`src/rtl/rlks_pkg.sv`:
```
package rlks_pkg;

	localparam int ROWS     = 4;
	localparam int SAMPLE_W = 15;
	localparam int LEVEL_W  = 5;
	localparam int NUM_W    = 22;
	localparam int CFG_IDX_W = 3;

	localparam logic [LEVEL_W-1:0] NO_KEY = 5'd31;

	// register order: row 3 .. row 0
	localparam logic [ROWS-1:0][LEVEL_W-1:0] SCALE_RESET = {5'd16, 5'd15, 5'd2, 5'd16};

	localparam logic [1:0] MOD_NONE  = 2'd0;
	localparam logic [1:0] MOD_SHIFT = 2'd1;
	localparam logic [1:0] MOD_EXTRA = 2'd2;

	typedef enum logic [2:0] {
		ST_IDLE,
		ST_LOAD,
		ST_DIV,
		ST_CHECK,
		ST_EMIT
	} back_state_t;

	// one scan attempt after clamping, with the maximum of each set
	typedef struct packed {
		logic [ROWS-1:0][SAMPLE_W-1:0] set_a;
		logic [ROWS-1:0][SAMPLE_W-1:0] set_b;
		logic [SAMPLE_W-1:0]           max_a;
		logic [SAMPLE_W-1:0]           max_b;
	} scan_t;

endpackage

```
`src/rtl/resistor_ladder_key_scanner_core.sv`:
```
// Channel   Direction  Handshake             Payload
// in        input      in_valid / in_ready   first_sample_a..d, second_sample_a..d (s16)
// out       output     out_valid / out_ready row_index, key_index, is_press, modifier, last_event
// cfg       input      cfg_we (no wait)      cfg_index, cfg_data
//
// In the back end a scan is pulled from the queue, then each row gets a setup
// state and five restoring divide steps (both sets divided side by side), then a
// compare state, after which the scan's events are emitted one at a time.
// The two-entry queue lets the input side take further scans while one is worked.
// Reset clears stored levels to no key and scale registers to 16, 2, 15, 16.
// A full output register holds the back end in its emit state until taken.
module resistor_ladder_key_scanner_core #(
	parameter int QUEUE_DEPTH = 2
) (
	input  logic                              clk,
	input  logic                              arst_n,

	input  logic                              in_valid,
	output logic                              in_ready,
	input  logic signed [15:0]                first_sample_a,
	input  logic signed [15:0]                first_sample_b,
	input  logic signed [15:0]                first_sample_c,
	input  logic signed [15:0]                first_sample_d,
	input  logic signed [15:0]                second_sample_a,
	input  logic signed [15:0]                second_sample_b,
	input  logic signed [15:0]                second_sample_c,
	input  logic signed [15:0]                second_sample_d,

	output logic                              out_valid,
	input  logic                              out_ready,
	output logic [1:0]                        row_index,
	output logic [4:0]                        key_index,
	output logic                              is_press,
	output logic [1:0]                        modifier,
	output logic                              last_event,

	input  logic                              cfg_we,
	input  logic [rlks_pkg::CFG_IDX_W-1:0]    cfg_index,
	input  logic [rlks_pkg::LEVEL_W-1:0]      cfg_data
);

	// per-row quantization steps; index four and up is dropped
	logic [rlks_pkg::ROWS-1:0][rlks_pkg::LEVEL_W-1:0] scale_q;

	always_ff @(posedge clk or negedge arst_n) begin
		if (!arst_n) begin
			scale_q <= rlks_pkg::SCALE_RESET;
		end else if (cfg_we && cfg_index[rlks_pkg::CFG_IDX_W-1] == 1'b0) begin
			scale_q[cfg_index[1:0]] <= cfg_data;
		end
	end

	logic            q_push, q_full, q_pop, q_valid;
	rlks_pkg::scan_t q_wdata, q_rdata;

	// front: clamp negatives, find each set's maximum
	rlks_front u_front (
		.in_valid        (in_valid),
		.in_ready        (in_ready),
		.first_sample_a  (first_sample_a),
		.first_sample_b  (first_sample_b),
		.first_sample_c  (first_sample_c),
		.first_sample_d  (first_sample_d),
		.second_sample_a (second_sample_a),
		.second_sample_b (second_sample_b),
		.second_sample_c (second_sample_c),
		.second_sample_d (second_sample_d),
		.q_full          (q_full),
		.q_push          (q_push),
		.q_data          (q_wdata)
	);

	rlks_fifo #(
		.DEPTH (QUEUE_DEPTH)
	) u_fifo (
		.clk       (clk),
		.arst_n    (arst_n),
		.push      (q_push),
		.push_data (q_wdata),
		.full      (q_full),
		.pop       (q_pop),
		.valid     (q_valid),
		.pop_data  (q_rdata)
	);

	// back: quantize, compare the two sets, emit release/press transactions
	rlks_back u_back (
		.clk        (clk),
		.arst_n     (arst_n),
		.scale      (scale_q),
		.q_valid    (q_valid),
		.q_data     (q_rdata),
		.q_pop      (q_pop),
		.out_valid  (out_valid),
		.out_ready  (out_ready),
		.row_index  (row_index),
		.key_index  (key_index),
		.is_press   (is_press),
		.modifier   (modifier),
		.last_event (last_event)
	);

endmodule

```
`src/rtl/rlks_front.sv`:
```
module rlks_front (
	input  logic               in_valid,
	output logic               in_ready,
	input  logic signed [15:0] first_sample_a,
	input  logic signed [15:0] first_sample_b,
	input  logic signed [15:0] first_sample_c,
	input  logic signed [15:0] first_sample_d,
	input  logic signed [15:0] second_sample_a,
	input  logic signed [15:0] second_sample_b,
	input  logic signed [15:0] second_sample_c,
	input  logic signed [15:0] second_sample_d,
	input  logic               q_full,
	output logic               q_push,
	output rlks_pkg::scan_t    q_data
);

	function automatic logic [rlks_pkg::SAMPLE_W-1:0] clamp(input logic signed [15:0] v);
		clamp = v[15] ? '0 : v[rlks_pkg::SAMPLE_W-1:0];
	endfunction

	function automatic logic [rlks_pkg::SAMPLE_W-1:0] max2(
		input logic [rlks_pkg::SAMPLE_W-1:0] x,
		input logic [rlks_pkg::SAMPLE_W-1:0] y
	);
		max2 = (x > y) ? x : y;
	endfunction

	logic [rlks_pkg::ROWS-1:0][rlks_pkg::SAMPLE_W-1:0] set_a;
	logic [rlks_pkg::ROWS-1:0][rlks_pkg::SAMPLE_W-1:0] set_b;

	always_comb begin
		set_a[0] = clamp(first_sample_a);
		set_a[1] = clamp(first_sample_b);
		set_a[2] = clamp(first_sample_c);
		set_a[3] = clamp(first_sample_d);
		set_b[0] = clamp(second_sample_a);
		set_b[1] = clamp(second_sample_b);
		set_b[2] = clamp(second_sample_c);
		set_b[3] = clamp(second_sample_d);
		q_data.set_a = set_a;
		q_data.set_b = set_b;
		q_data.max_a = max2(max2(set_a[0], set_a[1]), max2(set_a[2], set_a[3]));
		q_data.max_b = max2(max2(set_b[0], set_b[1]), max2(set_b[2], set_b[3]));
	end

	assign in_ready = !q_full;
	assign q_push   = in_valid && !q_full;

endmodule

```
`src/rtl/rlks_fifo.sv`:
```
module rlks_fifo #(
	parameter int DEPTH = 2
) (
	input  logic            clk,
	input  logic            arst_n,
	input  logic            push,
	input  rlks_pkg::scan_t push_data,
	output logic            full,
	input  logic            pop,
	output logic            valid,
	output rlks_pkg::scan_t pop_data
);

	localparam int PW = $clog2(DEPTH);
	localparam int CW = $clog2(DEPTH + 1);

	rlks_pkg::scan_t mem_q [DEPTH];
	logic [PW-1:0]   wr_ptr_q;
	logic [PW-1:0]   rd_ptr_q;
	logic [CW-1:0]   cnt_q;

	logic do_push;
	logic do_pop;

	assign full     = (cnt_q == CW'(DEPTH));
	assign valid    = (cnt_q != '0);
	assign do_push  = push && !full;
	assign do_pop   = pop && valid;
	assign pop_data = mem_q[rd_ptr_q];

	always_ff @(posedge clk) begin
		if (do_push) begin
			mem_q[wr_ptr_q] <= push_data;
		end
	end

	always_ff @(posedge clk or negedge arst_n) begin
		if (!arst_n) begin
			wr_ptr_q <= '0;
			rd_ptr_q <= '0;
			cnt_q    <= '0;
		end else begin
			if (do_push) begin
				wr_ptr_q <= (wr_ptr_q == PW'(DEPTH - 1)) ? '0 : wr_ptr_q + 1'b1;
			end
			if (do_pop) begin
				rd_ptr_q <= (rd_ptr_q == PW'(DEPTH - 1)) ? '0 : rd_ptr_q + 1'b1;
			end
			if (do_push && !do_pop) begin
				cnt_q <= cnt_q + 1'b1;
			end else if (do_pop && !do_push) begin
				cnt_q <= cnt_q - 1'b1;
			end
		end
	end

endmodule

```
`src/rtl/rlks_back.sv`:
```
module rlks_back (
	input  logic                                             clk,
	input  logic                                             arst_n,
	input  logic [rlks_pkg::ROWS-1:0][rlks_pkg::LEVEL_W-1:0] scale,
	input  logic                                             q_valid,
	input  rlks_pkg::scan_t                                  q_data,
	output logic                                             q_pop,
	output logic                                             out_valid,
	input  logic                                             out_ready,
	output logic [1:0]                                       row_index,
	output logic [4:0]                                       key_index,
	output logic                                             is_press,
	output logic [1:0]                                       modifier,
	output logic                                             last_event
);

	localparam int LW = rlks_pkg::LEVEL_W;
	localparam int NW = rlks_pkg::NUM_W;
	localparam int SW = rlks_pkg::SAMPLE_W;
	localparam int EV = 2 * rlks_pkg::ROWS;

	rlks_pkg::back_state_t state_q, state_d;

	rlks_pkg::scan_t scan_q;
	logic [1:0]      row_q;
	logic [2:0]      step_q;
	logic [1:0][NW-1:0] rem_q;
	logic [1:0][NW-1:0] dsh_q;
	logic [1:0][LW-1:0] quo_q;
	logic [rlks_pkg::ROWS-1:0][LW-1:0] lv_a_q, lv_b_q, prev_q, old_q;
	logic [EV-1:0]   pending_q;
	logic [1:0]      mod_q;

	logic            out_valid_q;
	logic [1:0]      row_out_q;
	logic [4:0]      key_out_q;
	logic            press_out_q;
	logic [1:0]      mod_out_q;
	logic            last_out_q;

	// per-lane datapath: lane 0 is the first set, lane 1 the second
	logic [1:0][SW-1:0] smp, mx;
	logic [LW-1:0]      scl;
	logic [1:0][NW-1:0] num, rem_nx;
	logic [1:0]         ge;
	logic [1:0][LW-1:0] qf, lvl;

	always_comb begin
		scl    = scale[row_q];
		smp[0] = scan_q.set_a[row_q];
		smp[1] = scan_q.set_b[row_q];
		mx[0]  = scan_q.max_a;
		mx[1]  = scan_q.max_b;
		for (int j = 0; j < 2; j++) begin
			// 2*s*scale + max, rounding half up against 2*max
			num[j] = {1'b0, ({5'b0, smp[j]} * {15'b0, scl}), 1'b0} + {7'b0, mx[j]};
			ge[j]     = (rem_q[j] >= dsh_q[j]);
			rem_nx[j] = ge[j] ? rem_q[j] - dsh_q[j] : rem_q[j];
			qf[j]     = {quo_q[j][LW-2:0], ge[j]};
			lvl[j]    = (mx[j] == '0 || qf[j] == scl) ? rlks_pkg::NO_KEY : qf[j];
		end
	end

	// event slots: 2*row is the release, 2*row+1 the press
	logic          mismatch;
	logic [EV-1:0] ev;
	logic [1:0]    mod_new;

	always_comb begin
		mismatch = (lv_a_q != lv_b_q);
		for (int i = 0; i < rlks_pkg::ROWS; i++) begin
			ev[2*i]   = (lv_a_q[i] != prev_q[i]) && (prev_q[i] != rlks_pkg::NO_KEY);
			ev[2*i+1] = (lv_a_q[i] != prev_q[i]) && (lv_a_q[i] != rlks_pkg::NO_KEY);
		end
		if (lv_a_q[1] == 5'd0) begin
			mod_new = rlks_pkg::MOD_EXTRA;
		end else if (lv_a_q[1] == 5'd1) begin
			mod_new = rlks_pkg::MOD_SHIFT;
		end else begin
			mod_new = rlks_pkg::MOD_NONE;
		end
	end

	logic [2:0]    slot;
	logic [EV-1:0] slot_oh;
	logic [EV-1:0] pending_nx;
	logic          out_load;
	logic          emit;

	always_comb begin
		slot    = '0;
		slot_oh = '0;
		for (int k = EV - 1; k >= 0; k--) begin
			if (pending_q[k]) begin
				slot    = 3'(k);
				slot_oh = EV'(1) << k;
			end
		end
		pending_nx = pending_q & ~slot_oh;
	end

	assign out_load = !out_valid_q || out_ready;
	assign emit     = (state_q == rlks_pkg::ST_EMIT) && out_load;
	assign q_pop    = (state_q == rlks_pkg::ST_IDLE) && q_valid;

	always_ff @(posedge clk or negedge arst_n) begin
		if (!arst_n) begin
			state_q <= rlks_pkg::ST_IDLE;
		end else begin
			state_q <= state_d;
		end
	end

	always_comb begin
		state_d = state_q;
		unique case (state_q)
			rlks_pkg::ST_IDLE: begin
				if (q_valid) begin
					state_d = rlks_pkg::ST_LOAD;
				end
			end
			rlks_pkg::ST_LOAD: begin
				state_d = rlks_pkg::ST_DIV;
			end
			rlks_pkg::ST_DIV: begin
				if (step_q == 3'd4) begin
					state_d = (row_q == 2'd3) ? rlks_pkg::ST_CHECK : rlks_pkg::ST_LOAD;
				end
			end
			rlks_pkg::ST_CHECK: begin
				state_d = (!mismatch && ev != '0) ? rlks_pkg::ST_EMIT : rlks_pkg::ST_IDLE;
			end
			rlks_pkg::ST_EMIT: begin
				if (out_load && pending_nx == '0) begin
					state_d = rlks_pkg::ST_IDLE;
				end
			end
			default: begin
				state_d = rlks_pkg::ST_IDLE;
			end
		endcase
	end

	// datapath without reset
	always_ff @(posedge clk) begin
		case (state_q)
			rlks_pkg::ST_IDLE: begin
				scan_q <= q_data;
				row_q  <= '0;
			end
			rlks_pkg::ST_LOAD: begin
				step_q <= '0;
				for (int j = 0; j < 2; j++) begin
					rem_q[j] <= num[j];
					dsh_q[j] <= {2'b0, mx[j], 5'b0};
					quo_q[j] <= '0;
				end
			end
			rlks_pkg::ST_DIV: begin
				step_q <= step_q + 3'd1;
				for (int j = 0; j < 2; j++) begin
					rem_q[j] <= rem_nx[j];
					dsh_q[j] <= dsh_q[j] >> 1;
					quo_q[j] <= qf[j];
				end
				if (step_q == 3'd4) begin
					lv_a_q[row_q] <= lvl[0];
					lv_b_q[row_q] <= lvl[1];
					row_q         <= row_q + 2'd1;
				end
			end
			rlks_pkg::ST_CHECK: begin
				old_q <= prev_q;
				mod_q <= mod_new;
			end
			default: begin
			end
		endcase
		if (emit) begin
			row_out_q   <= slot[2:1];
			press_out_q <= slot[0];
			key_out_q   <= slot[0] ? lv_a_q[slot[2:1]] : old_q[slot[2:1]];
			mod_out_q   <= mod_q;
			last_out_q  <= (pending_nx == '0);
		end
	end

	always_ff @(posedge clk or negedge arst_n) begin
		if (!arst_n) begin
			prev_q      <= {rlks_pkg::ROWS{rlks_pkg::NO_KEY}};
			pending_q   <= '0;
			out_valid_q <= 1'b0;
		end else begin
			if (state_q == rlks_pkg::ST_CHECK && !mismatch) begin
				prev_q    <= lv_a_q;
				pending_q <= ev;
			end else if (emit) begin
				pending_q <= pending_nx;
			end
			if (emit) begin
				out_valid_q <= 1'b1;
			end else if (out_ready) begin
				out_valid_q <= 1'b0;
			end
		end
	end

	assign out_valid  = out_valid_q;
	assign row_index  = row_out_q;
	assign key_index  = key_out_q;
	assign is_press   = press_out_q;
	assign modifier   = mod_out_q;
	assign last_event = last_out_q;

`ifndef SYNTHESIS
	a_emit_has_work: assert property (@(posedge clk) disable iff (!arst_n)
		state_q == rlks_pkg::ST_EMIT |-> pending_q != '0)
		else $error("emit state with no pending event");

	a_discard_keeps_state: assert property (@(posedge clk) disable iff (!arst_n)
		(state_q == rlks_pkg::ST_CHECK && mismatch) |=> $stable(prev_q))
		else $error("discarded scan changed stored levels");

	a_div_rem_bound_a: assert property (@(posedge clk) disable iff (!arst_n)
		(state_q == rlks_pkg::ST_DIV && scan_q.max_a != '0)
		|-> {1'b0, rem_q[0]} < {dsh_q[0], 1'b0})
		else $error("divider remainder out of range, first set");

	a_div_rem_bound_b: assert property (@(posedge clk) disable iff (!arst_n)
		(state_q == rlks_pkg::ST_DIV && scan_q.max_b != '0)
		|-> {1'b0, rem_q[1]} < {dsh_q[1], 1'b0})
		else $error("divider remainder out of range, second set");
`endif

endmodule

```
`config.mk`:
```
export PLATFORM = sky130hd
export DESIGN_NAME = resistor_ladder_key_scanner_core
export DESIGN_NICKNAME = d
export VERILOG_FILES = /design/src/rtl/rlks_pkg.sv /design/src/rtl/resistor_ladder_key_scanner_core.sv /design/src/rtl/rlks_front.sv /design/src/rtl/rlks_fifo.sv /design/src/rtl/rlks_back.sv
export SDC_FILE = /design/constraint.sdc
export NUM_CORES = 2
export LEC_CHECK = 0
export BUFFER_PORTS_ARGS = -buffer_cell sky130_fd_sc_hd__buf_2
export CAP_MARGIN = 20
export CORE_MARGIN = 2
export CORE_UTILIZATION = 58
export CTS_BUF_LIST = sky130_fd_sc_hd__clkbuf_8
export DETAILED_ROUTE_END_ITERATION = 8
export GPL_TIMING_DRIVEN = 0
export PLACE_DENSITY = 0.79
export SLEW_MARGIN = 30
export SYNTH_ARGS = -nofsm -noshare
export SYNTH_HDL_FRONTEND = slang
export SYNTH_SLANG_ARGS = --single-unit
```
`constraint.sdc`:
```
create_clock -name clk -period 12.59 [get_ports clk]
set_clock_uncertainty 0.1 [all_clocks]
set_input_delay 0.6295 -clock clk [delete_from_list [all_inputs] [get_ports clk]]
set_output_delay 0.6295 -clock clk [all_outputs]
set_load 0.03 [all_outputs]
```
==> out/qor.txt <==
SYNTHESIS
--------------------------------------------------------------------------------------------
Async set or reset register ratio after synthesis                                     0.0828
Number of synthesized flops with an enable pin                                           620
Dominant synthesized flop cell                                                  sky130_fd_sc_hd__edfxtp_1
Area share of the largest cell type after synthesis                                    0.489
Share of cell area taken by muxes after synthesis                                      0.110
Synth cell count leaders                                                        sky130_fd_sc_hd__edfxtp_1, sky130_fd_sc_hd__inv_1, sky130_fd_sc_hd__ha_1
Leading post-synthesis cells by cell area                                       sky130_fd_sc_hd__edfxtp_1, sky130_fd_sc_hd__ha_1, sky130_fd_sc_hd__mux2_2
Yosys reg bits                                                                           676
Sequential share of the synthesized area                                               0.527
Net count after synthesis                                                               3452
Xor/xnor cell area share of the yosys netlist                                         0.0338
Post-Synthesis Cell Area                                                          0.0381 mm2
Most instantiated library cell after synthesis                                  sky130_fd_sc_hd__edfxtp_1
Warning count from the yosys run                                                           0
Mean instance size in the synthesized netlist                                       12.7 um2
Number of instances in the synthesized netlist                                          3006
Basic-gate share of the synthesized area counting and, or, nand and nor cells          0.105
Adder and majority gate portion of the synthesized area                                0.117
Unique masters post-synth                                                                 73
Post-synthesis compound-gate area fraction                                            0.0714
Combinational family with the most area after synthesis                          adder cells
Largest area contributor in the netlist                                         sky130_fd_sc_hd__edfxtp_1

GLOBAL ROUTE
--------------------------------------------------------------------------------------------
First-pass GRT wire length                                                            140 mm
Total track usage                                                                      0.267
Via count of the first global-routing pass                                             25466
Final global-route overflow total                                                          0
Antenna violations before repair                                                           1
Pin count of the biggest net entering global routing                                      57

HOLD PATH
--------------------------------------------------------------------------------------------
Number of cells on the worst hold path                                                     2
Hold Path Class                                                                 input pin to register

ROUTING
--------------------------------------------------------------------------------------------
Post-detailed-route DRC marker count                                                       0
Detailed Route WL                                                                    89.5 mm
Iter 0 DRT Violations                                                                   2257
Per-cell routed wire length                                                          21.1 um
Vias per std cell                                                                       5.84
Vias after detailed routing                                                            24794
Number of nets with antenna violations after detailed routing                              0
Drt first pass iters                                                                       5

FLOORPLANNING
--------------------------------------------------------------------------------------------
Effective utilization at floorplan                                                     0.588
Top-Level Pins                                                                           154
Die height                                                                            260 um
Site row count                                                                            93
Die outline area                                                                  0.0677 mm2
Die Span X                                                                            260 um
Placeable core region                                                             0.0647 mm2

WORST SETUP PATH
--------------------------------------------------------------------------------------------
Delay of the slowest cell on the worst path                                          0.77 ns
Worst path slowest cell                                                         sky130_fd_sc_hd__o41ai_1
Worst Path Max Fanout                                                                     10
Critical Path Source Type                                                           register
R2R cell count                                                                            24
Critical path, cell by cell                                                     buf_2, buf_2, mux4_2, and2_1, fa_1, fa_1, inv_1, fa_1, inv_1, ha_1, o21ai_0, o21bai_1, a21oi_1, nor3b_1, o21a_1, nor2_1, xnor2_1, ha_1, nand3_1, o21ai_0, o41ai_1, nor2_1, xnor2_1, o21ai_0
Critical Path AT                                                                     8.30 ns
Kind of capture point of the worst setup path                                       register
Required time of the critical path                                                  12.92 ns
Start-to-end type of the worst setup path                                       register to register

FINAL LAYOUT
--------------------------------------------------------------------------------------------
Non-filler cells in the finished layout                                                 4243
Growth of design area from synthesis to finish                                         12.1%
Share of final-layout standard cells stronger than drive strength 1                    0.185
Utilization after layout                                                               0.659
Count of nets after finishing                                                           3743

STA
--------------------------------------------------------------------------------------------
Worst Hold Slack                                                                   0.0760 ns
Final number of max-transition violations                                                  0
Setup Total Neg Slack                                                                   0 ns
Final Hold Viols                                                                           0
Slew @ Worst Pin                                                                    0.980 ns
Unrepaired setup endpoints after global routing                                           no
Relative slew slack                                                                    0.346
Finish-stage setup viols                                                                   0
Maximum clock frequency                                                              126 MHz
Minimum clock period after layout                                                    7.96 ns
Part of the cycle the worst path needs                                                 0.633

PLACEMENT
--------------------------------------------------------------------------------------------
Final GP Congestion                                                                    0.913
Placed insts                                                                            4042
HPWL reported at the end of detailed placement                                       68.0 mm
Input/output buffers                                                                     153

CLOCK TREE
--------------------------------------------------------------------------------------------
Total clock sinks                                                                        676
Number of buffers added by the clock tree synthesis step                                 107
CTS HTree Levels                                                                           3
Clock tree from TritonCTS                                                                yes
CTS clock-pin slew for the worst setup and hold paths                                0.06 ns
Library cell used as clock root buffer                                          sky130_fd_sc_hd__clkbuf_8
Maximum clock path buffer count                                                            3
Worst-Skew Late Latency                                                              0.73 ns
Number of buffers inserted to repair setup after CTS                                       0

FLOW RUN
--------------------------------------------------------------------------------------------
Count of maximum capacitance violations                                                    0

STATUS
--------------------------------------------------------------------------------------------
Run status                                                                      finished clean

routing by layer:
layer | track usage | part of all wire | wire, um | vias to the layer above
met1 | 0.358 | 0.43 | 38100 | 12264
met3 | 0.0353 | 0.056 | 5000 | 186
met5 | 0 | 0 | 0 | -
met4 | 0.0989 | 0.032 | 2900 | 0
met2 | 0.448 | 0.49 | 43500 | 854
li1 | - | - | - | 11490
sequential cells by signal (all words and copies together), names as in the netlist, 2 cells and up:
signal            cells
u_fifo.mem_q        300
u_back.key_index      5
u_back.scan_q       120
u_fifo.cnt_q          2
u_back.rem_q         44
u_back.pending_q      8
scale_q              20
u_back.mx            30
u_back.lv_b_q        20
u_back.row_index      2
u_back.modifier       2
u_back.state_q        3
u_back.lv_a_q        20
u_back.step_q         3
u_back.old_q         20
u_back.mod_q          2
u_back.row_q          2
u_back.qf             8
u_back.prev_q        20
u_back.dsh_q         40
critical path: cells and delay by family (launching register included):
| kind | cells | cell delay, ns |
|---|---|---|
| AO/OA/AOI/OAI | 7 | 1.67 |
| XOR/XNOR | 2 | 0.57 |
| AND/OR/NAND/NOR | 5 | 0.92 |
| multiplexers | 1 | 0.67 |
| adder cells (fa/ha/maj) | 5 | 2.25 |
| buffers and inverters | 4 | 1.11 |
| flip-flops | 1 | 0.38 |
area by class of cell:
cell class	count	area, um2
Clock inverter	86	579
Tap cell	855	1070
Inverter	274	1030
Timing Repair Buffer	182	1290
Antenna cell	1	2.50
Multi-Input combinational cell	1968	16700
Fill cell	4732	22000
Buffer	88	348
Sequential cell	676	20100
Clock buffer	113	1560
logic make-up after synthesis:
kind of cell / Yosys count
compound gates: 421
xor+xnor: 147
fa+ha+maj: 307
buf+inv: 362
flops: 676
mux: 344
simple gates: 749
cell usage in the layout (no fill, tap or decap), types with 108 or more instances in the layout:
master	instances
sky130_fd_sc_hd__clkbuf_8	113
sky130_fd_sc_hd__edfxtp_1	620
sky130_fd_sc_hd__nand2_1	161
sky130_fd_sc_hd__a21oi_1	108
sky130_fd_sc_hd__ha_1	223
sky130_fd_sc_hd__buf_2	162
sky130_fd_sc_hd__inv_1	306
sky130_fd_sc_hd__and2_1	120
sky130_fd_sc_hd__o21ai_0	115
sky130_fd_sc_hd__mux2i_1	113
sky130_fd_sc_hd__mux2_2	191
timing repair:
action                    CTS  global route
hold endpoints to repair   29             0
gates resized for setup     0             0
hold buffers                1             0
through the flow:
stage | worst slack [ns] | area, um2
final | 4.63 | 42700
after global routing | 3.99 | 42700
after CTS | 4.37 | 42700
after detailed placement | 4.41 | 40500
after global placement | 0.103 | 39900
after floorplan | 3.98 | 38100
final timing paths:
| check | from | endpoint | slack (ns) |
|---|---|---|---|
| max | u_back.row_q[0] | u_back.rem_q[39] | 4.63 |
| min | cfg_data[0] | scale_q[5] | 0.08 |
| max reg2reg | u_back.row_q[0] | u_back.rem_q[39] | 4.63 |
| min reg2reg | u_back.mod_q[1] | u_back.modifier[1] | 0.34 |
| max in group asynchronous | arst_n | scale_q[2] | 11.43 |
| min in group asynchronous | arst_n | u_back.pending_q[5] | 0.44 |
Power is not shown: default switching activity piles up to over one toggle a cycle in this logic, so the estimate is an artifact.
